`src/rtl/core/itra_pkg.sv`:
```
`timescale 1ns / 1ps

package itra_pkg;

  // Default magnitude width and bits retired per divide cycle
  localparam int VALUE_WIDTH_DEF = 32;
  localparam int DIV_BITS        = 8;

  localparam int RADIX_W  = 5;
  localparam int DIGIT_W  = 4;
  localparam int CHAR_W   = 7;

  localparam logic [RADIX_W-1:0] RADIX_RESET = 5'd10;
  localparam logic [RADIX_W-1:0] RADIX_MIN   = 5'd2;
  localparam logic [RADIX_W-1:0] RADIX_MAX   = 5'd16;

  localparam logic [CHAR_W-1:0] MINUS_CODE = 7'h2D;
  localparam logic [CHAR_W-1:0] ZERO_CODE  = 7'h30;
  localparam logic [CHAR_W-1:0] ALPHA_CODE = 7'h61;

  typedef enum logic [2:0] {
    ST_IDLE,
    ST_DIV,
    ST_SIGN,
    ST_FETCH,
    ST_LOAD
  } state_t;

  // "0123456789abcdef"
  function automatic logic [CHAR_W-1:0] digit_char(input logic [DIGIT_W-1:0] d);
    logic [CHAR_W-1:0] code;
    if (d < 4'd10) begin
      code = ZERO_CODE + CHAR_W'(d);
    end else begin
      code = ALPHA_CODE + CHAR_W'(d - 4'd10);
    end
    return code;
  endfunction

  // Out-of-range radix codes are clamped into 2..16
  function automatic logic [RADIX_W-1:0] clamp_radix(input logic [RADIX_W-1:0] r);
    logic [RADIX_W-1:0] eff;
    if (r < RADIX_MIN) begin
      eff = RADIX_MIN;
    end else if (r > RADIX_MAX) begin
      eff = RADIX_MAX;
    end else begin
      eff = r;
    end
    return eff;
  endfunction

endpackage

```
`src/rtl/core/itra_ifs.sv`:
```
`timescale 1ns / 1ps

interface itra_in_if #(parameter int VW = 32);
  logic                 valid;
  logic                 ready;
  logic signed [VW-1:0] value;
  modport source (output valid, output value, input ready);
  modport sink   (input valid, input value, output ready);
endinterface

interface itra_out_if;
  logic       valid;
  logic       ready;
  logic [6:0] char_code;
  logic       last_char;
  modport source (output valid, output char_code, output last_char, input ready);
  modport sink   (input valid, input char_code, input last_char, output ready);
endinterface

interface itra_cfg_if;
  logic       valid;
  logic       ready;
  logic [4:0] radix;
  modport source (output valid, output radix, input ready);
  modport sink   (input valid, input radix, output ready);
endinterface

```
`src/rtl/core/itra_div.sv`:
```
`timescale 1ns / 1ps

// Long-division slice: retires STEP_BITS quotient bits of a small divisor
module itra_div #(
  parameter int STEP_BITS = itra_pkg::DIV_BITS
) (
  input  logic [itra_pkg::RADIX_W-1:0] radix,
  input  logic [itra_pkg::DIGIT_W-1:0] rem_in,
  input  logic [STEP_BITS-1:0]         chunk,
  output logic [STEP_BITS-1:0]         quot,
  output logic [itra_pkg::DIGIT_W-1:0] rem_out
);
  import itra_pkg::*;

  always_comb begin
    logic [DIGIT_W:0]   t;
    logic [DIGIT_W-1:0] r;
    r    = rem_in;
    quot = '0;
    for (int i = STEP_BITS - 1; i >= 0; i--) begin
      t = {r, chunk[i]};
      if (t >= radix) begin
        quot[i] = 1'b1;
        r       = DIGIT_W'(t - radix);
      end else begin
        r = t[DIGIT_W-1:0];
      end
    end
    rem_out = r;
  end

endmodule

```
`src/rtl/core/integer_to_radix_ascii.sv`:
```
`timescale 1ns / 1ps

// Signed integer to ASCII text in a configurable radix.
// in_if  : one beat carries a signed VALUE_WIDTH-bit value.
// out_if : one beat per character, most significant first; a leading '-'
//          for negatives, digits 0-9 then a-f, last_char set on the final one.
// cfg_if : ready whenever out of reset; one beat writes radix (0/1 act as 2,
//          17+ as 16). Write it only while the block is idle.
// Timing: the divider retires DIV_BITS quotient bits a cycle, so one digit
//   is one full pass over the padded dividend. Then each character is a
//   digit memory read (FETCH) followed by an output load (LOAD), with a
//   SIGN state ahead of the digits for a negative value. Zero skips the
//   divider. Receiver stalls hold the SIGN and LOAD states.
//   in_if.ready is high only between items.
// Reset: synchronous rst_n clears the sequencer, output valid and sets the
//   radix to 10. The digit memory is not cleared; it is always written
//   before it is read for the same item.
// Stall: the output register holds its beat while out_if.ready is low and
//   the sequencer waits on it; no character is dropped or repeated.
module integer_to_radix_ascii #(
  parameter int VALUE_WIDTH = itra_pkg::VALUE_WIDTH_DEF
) (
  input  logic       clk,
  input  logic       rst_n,
  itra_in_if.sink    in_if,
  itra_out_if.source out_if,
  itra_cfg_if.sink   cfg_if
);
  import itra_pkg::*;

  localparam int NSTEP = (VALUE_WIDTH + DIV_BITS - 1) / DIV_BITS;
  localparam int PW    = NSTEP * DIV_BITS;            // padded dividend width
  localparam int SW    = (NSTEP > 1) ? $clog2(NSTEP) : 1;
  localparam int CW    = $clog2(VALUE_WIDTH + 1);     // digit count
  localparam int IW    = $clog2(VALUE_WIDTH);         // digit memory address

  state_t state_r, state_nxt;

  logic [RADIX_W-1:0] radix_r;
  logic [RADIX_W-1:0] radix_eff;

  logic [PW-1:0]      work_r, work_nxt;     // dividend, becomes quotient in place
  logic [DIGIT_W-1:0] rem_r, rem_nxt;
  logic [SW-1:0]      step_r, step_nxt;
  logic [CW-1:0]      cnt_r, cnt_nxt;
  logic               neg_r, neg_nxt;

  logic               out_valid_r, out_valid_nxt;
  logic [CHAR_W-1:0]  out_code_r, out_code_nxt;
  logic               out_last_r, out_last_nxt;

  // Digit memory, least significant digit at address 0
  logic [DIGIT_W-1:0] digit_mem [VALUE_WIDTH];
  logic               wr_en;
  logic [IW-1:0]      wr_addr;
  logic [DIGIT_W-1:0] wr_data;
  logic [IW-1:0]      rd_addr;
  logic [DIGIT_W-1:0] rd_digit_r;

  logic [DIV_BITS-1:0] div_quot;
  logic [DIGIT_W-1:0]  div_rem;

  logic [VALUE_WIDTH-1:0] in_mag;
  logic                   in_neg;
  logic                   slot_free;

  assign radix_eff = clamp_radix(radix_r);
  assign in_neg    = in_if.value[VALUE_WIDTH-1];
  assign in_mag    = in_neg ? VALUE_WIDTH'(-in_if.value) : in_if.value;
  assign slot_free = !out_valid_r || out_if.ready;

  // no beat is taken while reset holds
  assign in_if.ready      = rst_n && (state_r == ST_IDLE);
  assign cfg_if.ready     = rst_n;
  assign out_if.valid     = out_valid_r;
  assign out_if.char_code = out_code_r;
  assign out_if.last_char = out_last_r;

  assign rd_addr = IW'(cnt_r - 1'b1);

  // Shared divide slice, fed the top DIV_BITS of the working dividend
  itra_div #(
    .STEP_BITS (DIV_BITS)
  ) u_div (
    .radix   (radix_eff),
    .rem_in  (rem_r),
    .chunk   (work_r[PW-1 -: DIV_BITS]),
    .quot    (div_quot),
    .rem_out (div_rem)
  );

  always_ff @(posedge clk) begin
    if (!rst_n) begin
      state_r     <= ST_IDLE;
      radix_r     <= RADIX_RESET;
      out_valid_r <= 1'b0;
      cnt_r       <= '0;
    end else begin
      state_r     <= state_nxt;
      out_valid_r <= out_valid_nxt;
      cnt_r       <= cnt_nxt;
      if (cfg_if.valid) begin
        radix_r <= cfg_if.radix;
      end
    end
  end

  always_ff @(posedge clk) begin
    work_r     <= work_nxt;
    rem_r      <= rem_nxt;
    step_r     <= step_nxt;
    neg_r      <= neg_nxt;
    out_code_r <= out_code_nxt;
    out_last_r <= out_last_nxt;
  end

  always_ff @(posedge clk) begin
    if (wr_en) begin
      digit_mem[wr_addr] <= wr_data;
    end
    rd_digit_r <= digit_mem[rd_addr];
  end

  always_comb begin
    state_nxt     = state_r;
    work_nxt      = work_r;
    rem_nxt       = rem_r;
    step_nxt      = step_r;
    cnt_nxt       = cnt_r;
    neg_nxt       = neg_r;
    out_valid_nxt = out_valid_r && !out_if.ready;
    out_code_nxt  = out_code_r;
    out_last_nxt  = out_last_r;
    wr_en         = 1'b0;
    wr_addr       = IW'(cnt_r);
    wr_data       = div_rem;

    case (state_r)
      ST_IDLE: begin
        if (in_if.valid) begin
          work_nxt = PW'(in_mag);
          rem_nxt  = '0;
          step_nxt = '0;
          neg_nxt  = in_neg;
          if (in_mag == '0) begin
            // zero converts to a lone "0"
            wr_en     = 1'b1;
            wr_addr   = '0;
            wr_data   = '0;
            cnt_nxt   = CW'(1);
            state_nxt = ST_FETCH;
          end else begin
            cnt_nxt   = '0;
            state_nxt = ST_DIV;
          end
        end
      end

      ST_DIV: begin
        work_nxt = (work_r << DIV_BITS) | PW'(div_quot);
        rem_nxt  = div_rem;
        step_nxt = step_r + 1'b1;
        if (step_r == SW'(NSTEP - 1)) begin
          // digit done: remainder is the digit, work holds the quotient
          wr_en    = 1'b1;
          cnt_nxt  = cnt_r + 1'b1;
          rem_nxt  = '0;
          step_nxt = '0;
          if (work_nxt == '0) begin
            state_nxt = neg_r ? ST_SIGN : ST_FETCH;
          end
        end
      end

      ST_SIGN: begin
        if (slot_free) begin
          out_valid_nxt = 1'b1;
          out_code_nxt  = MINUS_CODE;
          out_last_nxt  = 1'b0;
          state_nxt     = ST_FETCH;
        end
      end

      ST_FETCH: begin
        state_nxt = ST_LOAD;
      end

      ST_LOAD: begin
        if (slot_free) begin
          out_valid_nxt = 1'b1;
          out_code_nxt  = digit_char(rd_digit_r);
          out_last_nxt  = (cnt_r == CW'(1));
          cnt_nxt       = cnt_r - 1'b1;
          state_nxt     = (cnt_r == CW'(1)) ? ST_IDLE : ST_FETCH;
        end
      end

      default: begin
        state_nxt = ST_IDLE;
      end
    endcase
  end

endmodule

```
`src/flat_wrapper.sv`:
```
// flat-port wrapper written by rule: the top's interface ports become plain ports
module integer_to_radix_ascii_flat import itra_pkg::*;
#(
  parameter int VALUE_WIDTH = itra_pkg::VALUE_WIDTH_DEF
)
  (clk, rst_n, in_if_valid, in_if_value, in_if_ready, out_if_valid, out_if_char_code, out_if_last_char, out_if_ready, cfg_if_valid, cfg_if_radix, cfg_if_ready);
  itra_in_if #(.VW(32)) in_if_i ();
  itra_out_if out_if_i ();
  itra_cfg_if cfg_if_i ();
  input  logic clk;
  input  logic rst_n;
  input wire logic [$bits(in_if_i.valid)-1:0] in_if_valid;
  input wire logic [$bits(in_if_i.value)-1:0] in_if_value;
  output wire logic [$bits(in_if_i.ready)-1:0] in_if_ready;
  output wire logic [$bits(out_if_i.valid)-1:0] out_if_valid;
  output wire logic [$bits(out_if_i.char_code)-1:0] out_if_char_code;
  output wire logic [$bits(out_if_i.last_char)-1:0] out_if_last_char;
  input wire logic [$bits(out_if_i.ready)-1:0] out_if_ready;
  input wire logic [$bits(cfg_if_i.valid)-1:0] cfg_if_valid;
  input wire logic [$bits(cfg_if_i.radix)-1:0] cfg_if_radix;
  output wire logic [$bits(cfg_if_i.ready)-1:0] cfg_if_ready;
  assign in_if_i.valid = in_if_valid;
  assign in_if_i.value = in_if_value;
  assign in_if_ready = in_if_i.ready;
  assign out_if_valid = out_if_i.valid;
  assign out_if_char_code = out_if_i.char_code;
  assign out_if_last_char = out_if_i.last_char;
  assign out_if_i.ready = out_if_ready;
  assign cfg_if_i.valid = cfg_if_valid;
  assign cfg_if_i.radix = cfg_if_radix;
  assign cfg_if_ready = cfg_if_i.ready;
  integer_to_radix_ascii #(.VALUE_WIDTH(VALUE_WIDTH)) u_core (.clk(clk), .rst_n(rst_n), .in_if(in_if_i), .out_if(out_if_i), .cfg_if(cfg_if_i));
endmodule
```
`config.mk`:
```
export PLATFORM = sky130hd
export DESIGN_NAME = integer_to_radix_ascii_flat
export DESIGN_NICKNAME = d
export VERILOG_FILES = /design/src/rtl/core/itra_pkg.sv /design/src/rtl/core/itra_ifs.sv /design/src/rtl/core/itra_div.sv /design/src/rtl/core/integer_to_radix_ascii.sv /design/src/flat_wrapper.sv
export SDC_FILE = /design/constraint.sdc
export NUM_CORES = 1
export LEC_CHECK = 0
export BUFFER_PORTS_ARGS = -buffer_cell sky130_fd_sc_hd__buf_4
export CORE_MARGIN = 10
export CORE_UTILIZATION = 50
export CTS_CLUSTER_SIZE = 30
export DETAILED_ROUTE_END_ITERATION = 10
export GPL_TIMING_DRIVEN = 0
export PLACE_DENSITY = 0.67
export SYNTH_ARGS = -nofsm -noshare
export SYNTH_HDL_FRONTEND = slang
export SYNTH_SLANG_ARGS = --single-unit
```
`constraint.sdc`:
```
create_clock -name clk -period 14.3 [get_ports clk]
set_input_delay 2.145 -clock clk [delete_from_list [all_inputs] [get_ports clk]]
set_output_delay 2.145 -clock clk [all_outputs]
set_load 0.02 [all_outputs]
```
# After elaboration in Yosys (flattened, before gate mapping)
# Memories as Yosys holds them, arrays and structs flattened. A register that Yosys moved wholly into a read port is not among the register bits.
# Index checks and enable logic that the tools add are counted.
dict set report word_totals {
  rom_bits 0
  word_cells 128
  out_inout_bits 11
  mem_count 1
  latchBits 0
  reg_bits 62
  ramBits 128
}
# memory depth word_bits rd rd_clocked_by_memory_dff write_ports line
set memory_table {}
lappend memory_table {u_core.digit_mem 32 4 1 1 1 integer_to_radix_ascii.sv:53} ;# logic [DIGIT_W-1:0] digit_mem [VALUE_WIDTH];
dict set report op_classes {
  n_eq_ne 11
  mux 62
  n_bitwise 1
  multipliers 0
  n_addsub 15
  shifts 0
  n_lt_le_gt_ge 11
  n_div 0
  reduce_logical 17
}
# cell n
set op_table {}
lappend op_table {{$logic_not A32 Y1} 2}
lappend op_table {{$mux W32} 2}
lappend op_table {{$pmux W32 S2} 1}
lappend op_table {{$mux W4} 13}
lappend op_table {{$ge A5 B5 Y1} 8}
lappend op_table {{$neg A32 Y32} 1}
lappend op_table {{$or A32 B8 Y32} 1}
lappend op_table {{$sub A4 B4 Y4} 8}
lappend op_table {{$mux W5} 5}
lappend op_table {{$mux W7} 3}
lappend op_table {{$mux W1} 19}
lappend op_table {{$mux W6} 3}
lappend op_table {{$pmux W6 S3} 1}
lappend op_table {{$mux W3} 5}
lappend op_table {{$pmux W3 S5} 1}
lappend op_table {{$pmux W7 S2} 1}
lappend op_table {{$mux W2} 4}
lappend op_table {{$ne A2 B1 Y1 const B} 4}
lappend op_table {{$pmux W4 S2} 1}
lappend op_table {{$add A6 B4 Y7 const A} 1}
lappend op_table {{$add A7 B7 Y7 const A} 1}
lappend op_table {{$add A6 B1 Y6 const B} 1}
lappend op_table {{$eq A3 B2 Y1 const B} 2}
lappend op_table {{$eq A6 B1 Y1 const B} 1}
lappend op_table {{23 further kinds} 28}

# Logic depth before layout (Yosys ltp)
# Gate-level depths: netlist of run 1.
dict set report logic_depth {
  depth_word 24
  depth_mapped 56
  depth_no_buf 56
}

# Hierarchy
# Synthesis of run 1 repeated with hierarchy kept, for this count alone.
dict set report hier_totals {
  hier_cells 938
  hier_area_um2 11305.8
}
# module cells_each instances area_per_inst_um2
set by_module_without_submodules {}
lappend by_module_without_submodules {integer_to_radix_ascii 725 1 9554.2}
lappend by_module_without_submodules {itra_div 213 1 1751.7}

# Worst setup path before layout of run 1
# Ideal clock, no wire load.
dict set report synth_timing {
  kind {flip-flop to flip-flop}
  startpoint {register u_core.radix_r[2]}
  endpoint {memory u_core.digit_mem[0][0] (data pin)}
  synth_period_minus_slack_ps 11994
  arrival_time_ps 11634
  setup_slack_ps 2306
  t_required_ps 13940
  setup_time_ps 360
  path_stages_with_launch 47
  cell_sequence {dfxtp_1 nor2_1 o21ai_0 ha_1 a21o_1 a31oi_1 o21ai_1 mux2_2 ha_1 a21o_1 a31oi_1 o21ai_1 mux2_2 ha_1 a21o_1 a31oi_1 o21ai_1 nand2_1 [... 11 more ...] o21ai_1 mux2_2 inv_1 ha_1 a311o_1 o221a_2 o21ai_0 inv_1 ha_1 nor2b_1 o21ai_0 a31oi_1 mux2_2 ha_1 nand2_1 o21ai_1 o21ai_0 nor2b_1}
}
dict set report synth_via {
  elab_chain_len 22
  elab_cells_between_ends 31
}
# item line
set synth_rtl {}
lappend synth_rtl {{start: declaration} integer_to_radix_ascii.sv:39} ;# logic [RADIX_W-1:0] radix_r;
lappend synth_rtl {{start signal: assignment} integer_to_radix_ascii.sv:103} ;# radix_r <= cfg_if.radix;
lappend synth_rtl {{$gt A5 B5 Y1} itra_pkg.sv:45} ;# end else if (r > RADIX_MAX) begin
lappend synth_rtl {{$mux W5} itra_pkg.sv:45}
lappend synth_rtl {{$mux W5 (*)} itra_pkg.sv:43} ;# if (r < RADIX_MIN) begin
lappend synth_rtl {{$sub A4 B4 Y4 or $ge A5 B5 Y1 (tied branches)} {itra_div.sv:24, itra_div.sv:22}}
lappend synth_rtl {{$mux W4} itra_div.sv:22} ;# if (t >= radix) begin
lappend synth_rtl {{$sub A4 B4 Y4 or $ge A5 B5 Y1 (tied branches)} {itra_div.sv:24, itra_div.sv:22}}
lappend synth_rtl {{$mux W4} itra_div.sv:22}
lappend synth_rtl {{$sub A4 B4 Y4 or $ge A5 B5 Y1 (tied branches)} {itra_div.sv:24, itra_div.sv:22}}
lappend synth_rtl {{[... 7 more ...]} --}
lappend synth_rtl {{$sub A4 B4 Y4 or $ge A5 B5 Y1 (tied branches)} {itra_div.sv:24, itra_div.sv:22}}
lappend synth_rtl {{$mux W4} itra_div.sv:22}
lappend synth_rtl {{$ge A5 B5 Y1} itra_div.sv:22}
lappend synth_rtl {{$mux W4 (*)} itra_div.sv:22}
lappend synth_rtl {{$mux W4} integer_to_radix_ascii.sv:145} ;# if (in_mag == '0) begin
lappend synth_rtl {{$mux W4} integer_to_radix_ascii.sv:140} ;# if (in_if.valid) begin
lappend synth_rtl {{$mux W4 (*)} integer_to_radix_ascii.sv:138} ;# case (state_r)
lappend synth_rtl {{named net u_core.wr_data[0]} integer_to_radix_ascii.sv:56} ;# logic [DIGIT_W-1:0] wr_data;
lappend synth_rtl {{end: declaration} integer_to_radix_ascii.sv:53}
# Mark *: on every way through the listed nets, which the timed path passes. The rest lies on a longest branch.

# Worst setup path in the final report of run 1
dict set report layout_timing {
  startpoint {register u_core.radix_r[4]}
  endpoint {memory u_core.digit_mem[24][0] (data pin)}
}
# Same word-level chain as after synthesis.

==> impl_metrics.tcl, run 1 <==
set metrics [dict create \
    ys.flop_type "edfxtp_1" \
    die_h_um 169 \
    grt_pass1_vias 7585 \
    place_area_um2 11800 \
    cp-start-kind "flip-flop" \
    setup_violations 0 \
    ys_seq_area_frac 0.508 \
    multi_input_area_um2 5140 \
    fin_skew_ns 0.0132 \
    synth_edf_count 175 \
    diodes 0 \
    htreeDepth 4 \
    path_clk_slew_ns 0.07 \
    die_w_um 169 \
    r2r-start "u_core.radix_r[4]" \
    tightest_slew_ns 1.27 \
    antenna_found_initial 0 \
    hp-class "reg -> reg" \
    drv_cap 0 \
    crit_buf_inv 6 \
    syn_inst 947 \
    slowest_delay_ns 0.58 \
    initial_core_util 0.508 \
    relSlewSlack 0.155 \
    regArea_um2 5640 \
    syn_avg_cell_area_um2 11.7 \
    drc 0 \
    synth_top_area_cell "edfxtp_1" \
    fin_area_um2 12500 \
    grt.overflow.total 0 \
    synth_common_cells "edfxtp_1, nand2_1, nor2_1" \
    worstHoldStart "u_core.cnt_r[5]" \
    grt_start_max_net_pins 39 \
    cp.arrival_ns 13.41 \
    dp.cells 1274 \
    synth_seq_cells 194 \
    fmax_mhz 76.2 \
    cp_common_cell "ha_1" \
    critical_path_class "reg -> reg" \
    finalMaxSlewViolations 0 \
    io_buffers 44 \
    timing_hold_violations_final 0 \
    post-route-period-util 0.917 \
    cts_root_buffer "clkbuf_16" \
    drtIter0Drc 870 \
    clock-sinks 194 \
    ioPinCount 53 \
    die_area_um2 28500 \
    async_reset_ff_frac 0 \
    period_minus_slack_ns 13.12 \
    yosys_warnings 0 \
    rows 54 \
    crit_slowest_cell "o21ai_1" \
    drive_gt1_frac 0.160 \
    syn-num-nets 1046 \
    cp_max_fo 17 \
    synth_top_area_frac 0.474 \
    area_growth_pct 12.6 \
    syn-cell-area_um2 11100 \
    drt_wl_total_um 26100 \
    num_vias 7779 \
    core_um2 21800 \
    postCtsHoldBufs 0 \
    reg2reg_slack_ns 1.18 \
    worstPathRequired_ns 14.60 \
    n_fill_cell 1823 \
    firstDrtPassIters 5 \
    numCtsBuffers 17 \
    clock_latency_ns 0.44 \
    tritoncts "built" \
    yosysMostFrequentCell "edfxtp_1" \
    ant_nets 0 \
    synthTopCellsByArea "edfxtp_1, mux4_2, ha_1" \
    layoutNonFillerInstCount 1306 \
    yosys.cell_types.count 66 \
    dp_hpwl_um 19300 \
    fin_nets 1112 \
    cts_buffer_depth 2 \
    place.gp.congestion 0.904 \
    via_per_inst 5.96 \
    holdWs_ns 0.531 \
    grt_usage 0.184 \
    rsz0062_at_grt "false" \
    grt_pass1_wl_um 41700 \
    startpoint "u_core.radix_r[4]" \
    crit_family "compound AO/OA/AOI/OAI gates" \
    wl_per_cell_um 20.0 \
    cp-end-kind "flip-flop" \
    status "finished clean" \
]
-- cell usage in the layout, fill, tap and decap left out, types with 13 or more instances in the layout --
cell type / count
edfxtp_1: 175
nand2_1: 84
nor2_1: 82
o21ai_0: 63
ha_1: 49
buf_4: 46
a21oi_1: 45
mux4_2: 40
inv_1: 38
clkbuf_1: 33
xor2_1: 30
xnor2_1: 25
mux2_2: 19
dfxtp_1: 19
clkbuf_16: 17
nand4_1: 16
nand3_1: 16
nand2b_1: 15
nor3_1: 15
mux2i_1: 13
-- flip-flops by register name (all words and copies together) (netlist names), 2 cells and up --
name / cells
u_core.step_r: 2
u_core.radix_r: 5
u_core.rd_digit_r: 4
u_core.state_r: 3
u_core.cnt_r: 6
u_core.rem_r: 4
u_core.work_r: 32
u_core.out_if.char_code: 7
u_core.digit_mem: 128
-- per-layer routing --
layer  up-vias  wire length [µm]  track usage
met1      3723             12200        0.269
met5         -                 0            0
met3        28              1940       0.0364
met2       309             11700        0.274
met4         0               299       0.0435
li1       3719                 -            -
-- logic make-up (layout without fill, tap and decap cells) --
family,Yosys count,after routing,share of synthesized area
flops,194,194,0.508
fa+ha+maj,57,57,0.0697
compound gates,188,188,0.105
buf+inv,84,163,0.0311
xor+xnor,55,55,0.0434
simple gates,297,297,0.131
mux,72,72,0.112
-- what timing repair did --
item / 4_1_cts / 5_1_grt
gates resized for setup: 0 / 6
endpoints found under the setup margin: 0 / 133
setup buffers: 0 / 0
-- metrics by stage --
| step | setup WS, ns | util | TNS [ns] |
|---|---|---|---|
| after global placement | -1.53 | 0.540 | -127.67 |
| final | 1.18 | 0.572 | 0 |
| after floorplan | 2.31 | - | 0 |
| after detailed placement | 0.194 | 0.542 | 0 |
| after CTS | 0.171 | 0.571 | 0 |
| after global routing | 0.0250 | 0.572 | 0 |
-- worst min-delay path, stage by stage, from the launching register on --
cell and delay, ns:
dfxtp_1 0.34, o21ai_0 0.08, a21oi_1 0.06
-- cell type report --
type	count	area share
buffer	46	0.0162
clock buffer	17	0.0341
clock inverter	15	0.0167
inverter	38	0.0114
multi-input combinational	669	0.412
sequential	194	0.451
tap	280	0.0281
timing repair buffer	47	0.0305
-- final timing paths --
kind,to,cells after the start
setup / recovery,u_core.digit_mem[24][0],48
hold / removal,u_core.cnt_r[5],2
setup reg to reg,u_core.digit_mem[24][0],48
hold reg to reg,u_core.cnt_r[5],2
Power of run 1 is left out: the tool's default activity adds up to more than one toggle a clock period on the data nets, which glitch-free logic cannot reach.
==> run 2, diff against run 1 <==
- ABC_AREA: unset -> 1
==> run 2 against run 1 <==
Against the previous run:
- critical path depth up 19
- first-iteration DRC count is 29% higher
- cell count grew 23%
- register-to-register slack better by 0.42 ns
- routed wire length up 18%
- area after synthesis is 1.6% higher
- hold slack worse by 0.016 ns
- worst setup slack gained 0.42 ns
==> impl_metrics.tcl, run 2 <==
set metrics [dict create \
    status "finished clean" \
    final_common_cell "nand2_1" \
    n_fill_cell 1914 \
    firstDrtPassIters 5 \
    cp_common_cell "nand2_1" \
    crit_slowest_cell "nand2_1" \
    die_area_um2 29000 \
    yosysMostFrequentCell "nand2_1" \
    synth_top_area_frac 0.466 \
    core_um2 22000 \
    startpoint "u_core.radix_r[4]" \
    grt_pass1_wl_um 47900 \
    relSlewSlack 0.307 \
    fin_nets 1412 \
    period_minus_slack_ns 12.69 \
    yosys.cell_types.count 52 \
    worstPathRequired_ns 14.49 \
    synth_common_cells "nand2_1, nor2_1, edfxtp_1" \
    yosys_warnings 0 \
    num_vias 9459 \
    syn-cell-area_um2 11300 \
    die_w_um 170 \
    cts_root_buffer "clkbuf_16" \
    diodes 0 \
    hp-class "reg -> reg" \
    worstHoldStart "u_core.state_r[1]" \
    ioPinCount 53 \
    htreeDepth 4 \
    clock-sinks 194 \
    place.gp.congestion 0.953 \
    rsz0062_at_grt "false" \
    post-route-period-util 0.888 \
    cts_buffer_depth 2 \
    async_reset_ff_frac 0 \
    ys_seq_area_frac 0.500 \
    drc 0 \
    largest_reg_flops 128 \
    timing_hold_violations_final 0 \
    grt_pass1_vias 8642 \
    drt_wl_total_um 31000 \
    via_per_inst 5.89 \
    cp_max_fo 16 \
    cp.arrival_ns 12.88 \
    synthTopCellsByArea "edfxtp_1, nand2_1, nor2_1" \
    wl_per_cell_um 19.3 \
    initial_core_util 0.512 \
    syn_avg_cell_area_um2 9.14 \
    drive_gt1_frac 0.122 \
    area_growth_pct 13.5 \
    reg2reg_slack_ns 1.61 \
    syn-num-nets 1333 \
    grt.overflow.total 0 \
    clock_latency_ns 0.44 \
    fmax_mhz 78.8 \
    slowest_delay_ns 0.41 \
    path_clk_slew_ns 0.08 \
    tritoncts "built" \
    tightest_slew_ns 1.03 \
    numCtsBuffers 17 \
    r2r-start "u_core.radix_r[4]" \
    critical_path_class "reg -> reg" \
    cp-end-kind "flip-flop" \
    dp_hpwl_um 21900 \
    io_buffers 51 \
    most-common-layout-cells "nand2_1, nor2_1, edfxtp_1" \
    grt_usage 0.210 \
    ant_nets 0 \
    synth_edf_count 175 \
    synth_top_area_cell "edfxtp_1" \
    setup_violations 0 \
    die_h_um 170 \
    drtIter0Drc 1123 \
    top_register "u_core.digit_mem" \
    drv_cap 0 \
    rows 54 \
    cp-start-kind "flip-flop" \
    synth_seq_cells 194 \
    grt_start_max_net_pins 33 \
    finalMaxSlewViolations 0 \
    antenna_found_initial 0 \
    syn_inst 1234 \
    ys.flop_type "edfxtp_1" \
    final.setup.tns_ns 0 \
    fin_skew_ns 0.0113 \
]
## run 2: final cells by class
cell class,instances,area (µm²),share of cell area
Multi-Input combinational cell,874,5030,0.393
Clock inverter,15,181,0.0142
Timing Repair Buffer,57,498,0.0389
Clock buffer,17,425,0.0332
Inverter,124,484,0.0378
Tap cell,280,350,0.0274
Sequential cell,194,5640,0.440
Timing Repair inverter,3,22.5,0.00176
Buffer,42,174,0.0136
## run 2: repair_timing
item | CTS | global route
setup buffers | 0 | 4
setup endpoints to repair | 0 | 130
endpoints found under the hold margin | 0 | 0
hold buffers | 0 | 0
gates resized for setup | 0 | 12
## run 2: kinds of logic after synthesis
group           Yosys count  share of synthesized area
buf+inv                 166                     0.0567
mux                      13                     0.0115
flops                   194                      0.500
xor+xnor                 24                     0.0186
compound gates          230                      0.124
simple gates            550                      0.221
fa+ha+maj                57                     0.0686
## run 2: worst max-delay path, delay by kind of cell (launching register included)
family / cells / cell delay [ns]
compound gates: 20 / 4.00
fa+ha+maj: 8 / 2.58
simple gates: 26 / 3.38
flops: 1 / 0.38
buf+inv: 13 / 2.10
## run 2: path summary, 6_finish.rpt
kind,endpoint,cells past startpoint
min reg2reg,u_core.state_r[2],2
max,u_core.digit_mem[18][0],67
max reg2reg,u_core.digit_mem[18][0],67
min,u_core.state_r[2],2
## run 2: metal layers
layer | routed length (µm) | vias up | GRT usage
met3 | 3270 | 44 | 0.0433
met1 | 13700 | 4488 | 0.307
met5 | 0 | - | 0
met4 | 424 | 0 | 0.0454
met2 | 13500 | 474 | 0.315
li1 | - | 4453 | -
## run 2: metrics by stage
step / setup slack, ns / util / area, µm² / hold WS (ns) / std cells
after CTS: 0.566 / 0.575 / 12700 / 0.494 / 1599
after global routing: 0.0796 / 0.581 / 12800 / 0.556 / 1606
after global placement: 0.297 / 0.545 / 12000 / 0.467 / 1565
after detailed placement: 0.665 / 0.547 / 12100 / 0.479 / 1567
after floorplan: 3.33 / - / 11300 / 0.448 / 1234
final: 1.61 / 0.581 / 12800 / 0.515 / 1606
Power of run 2 is left out for the same reason.
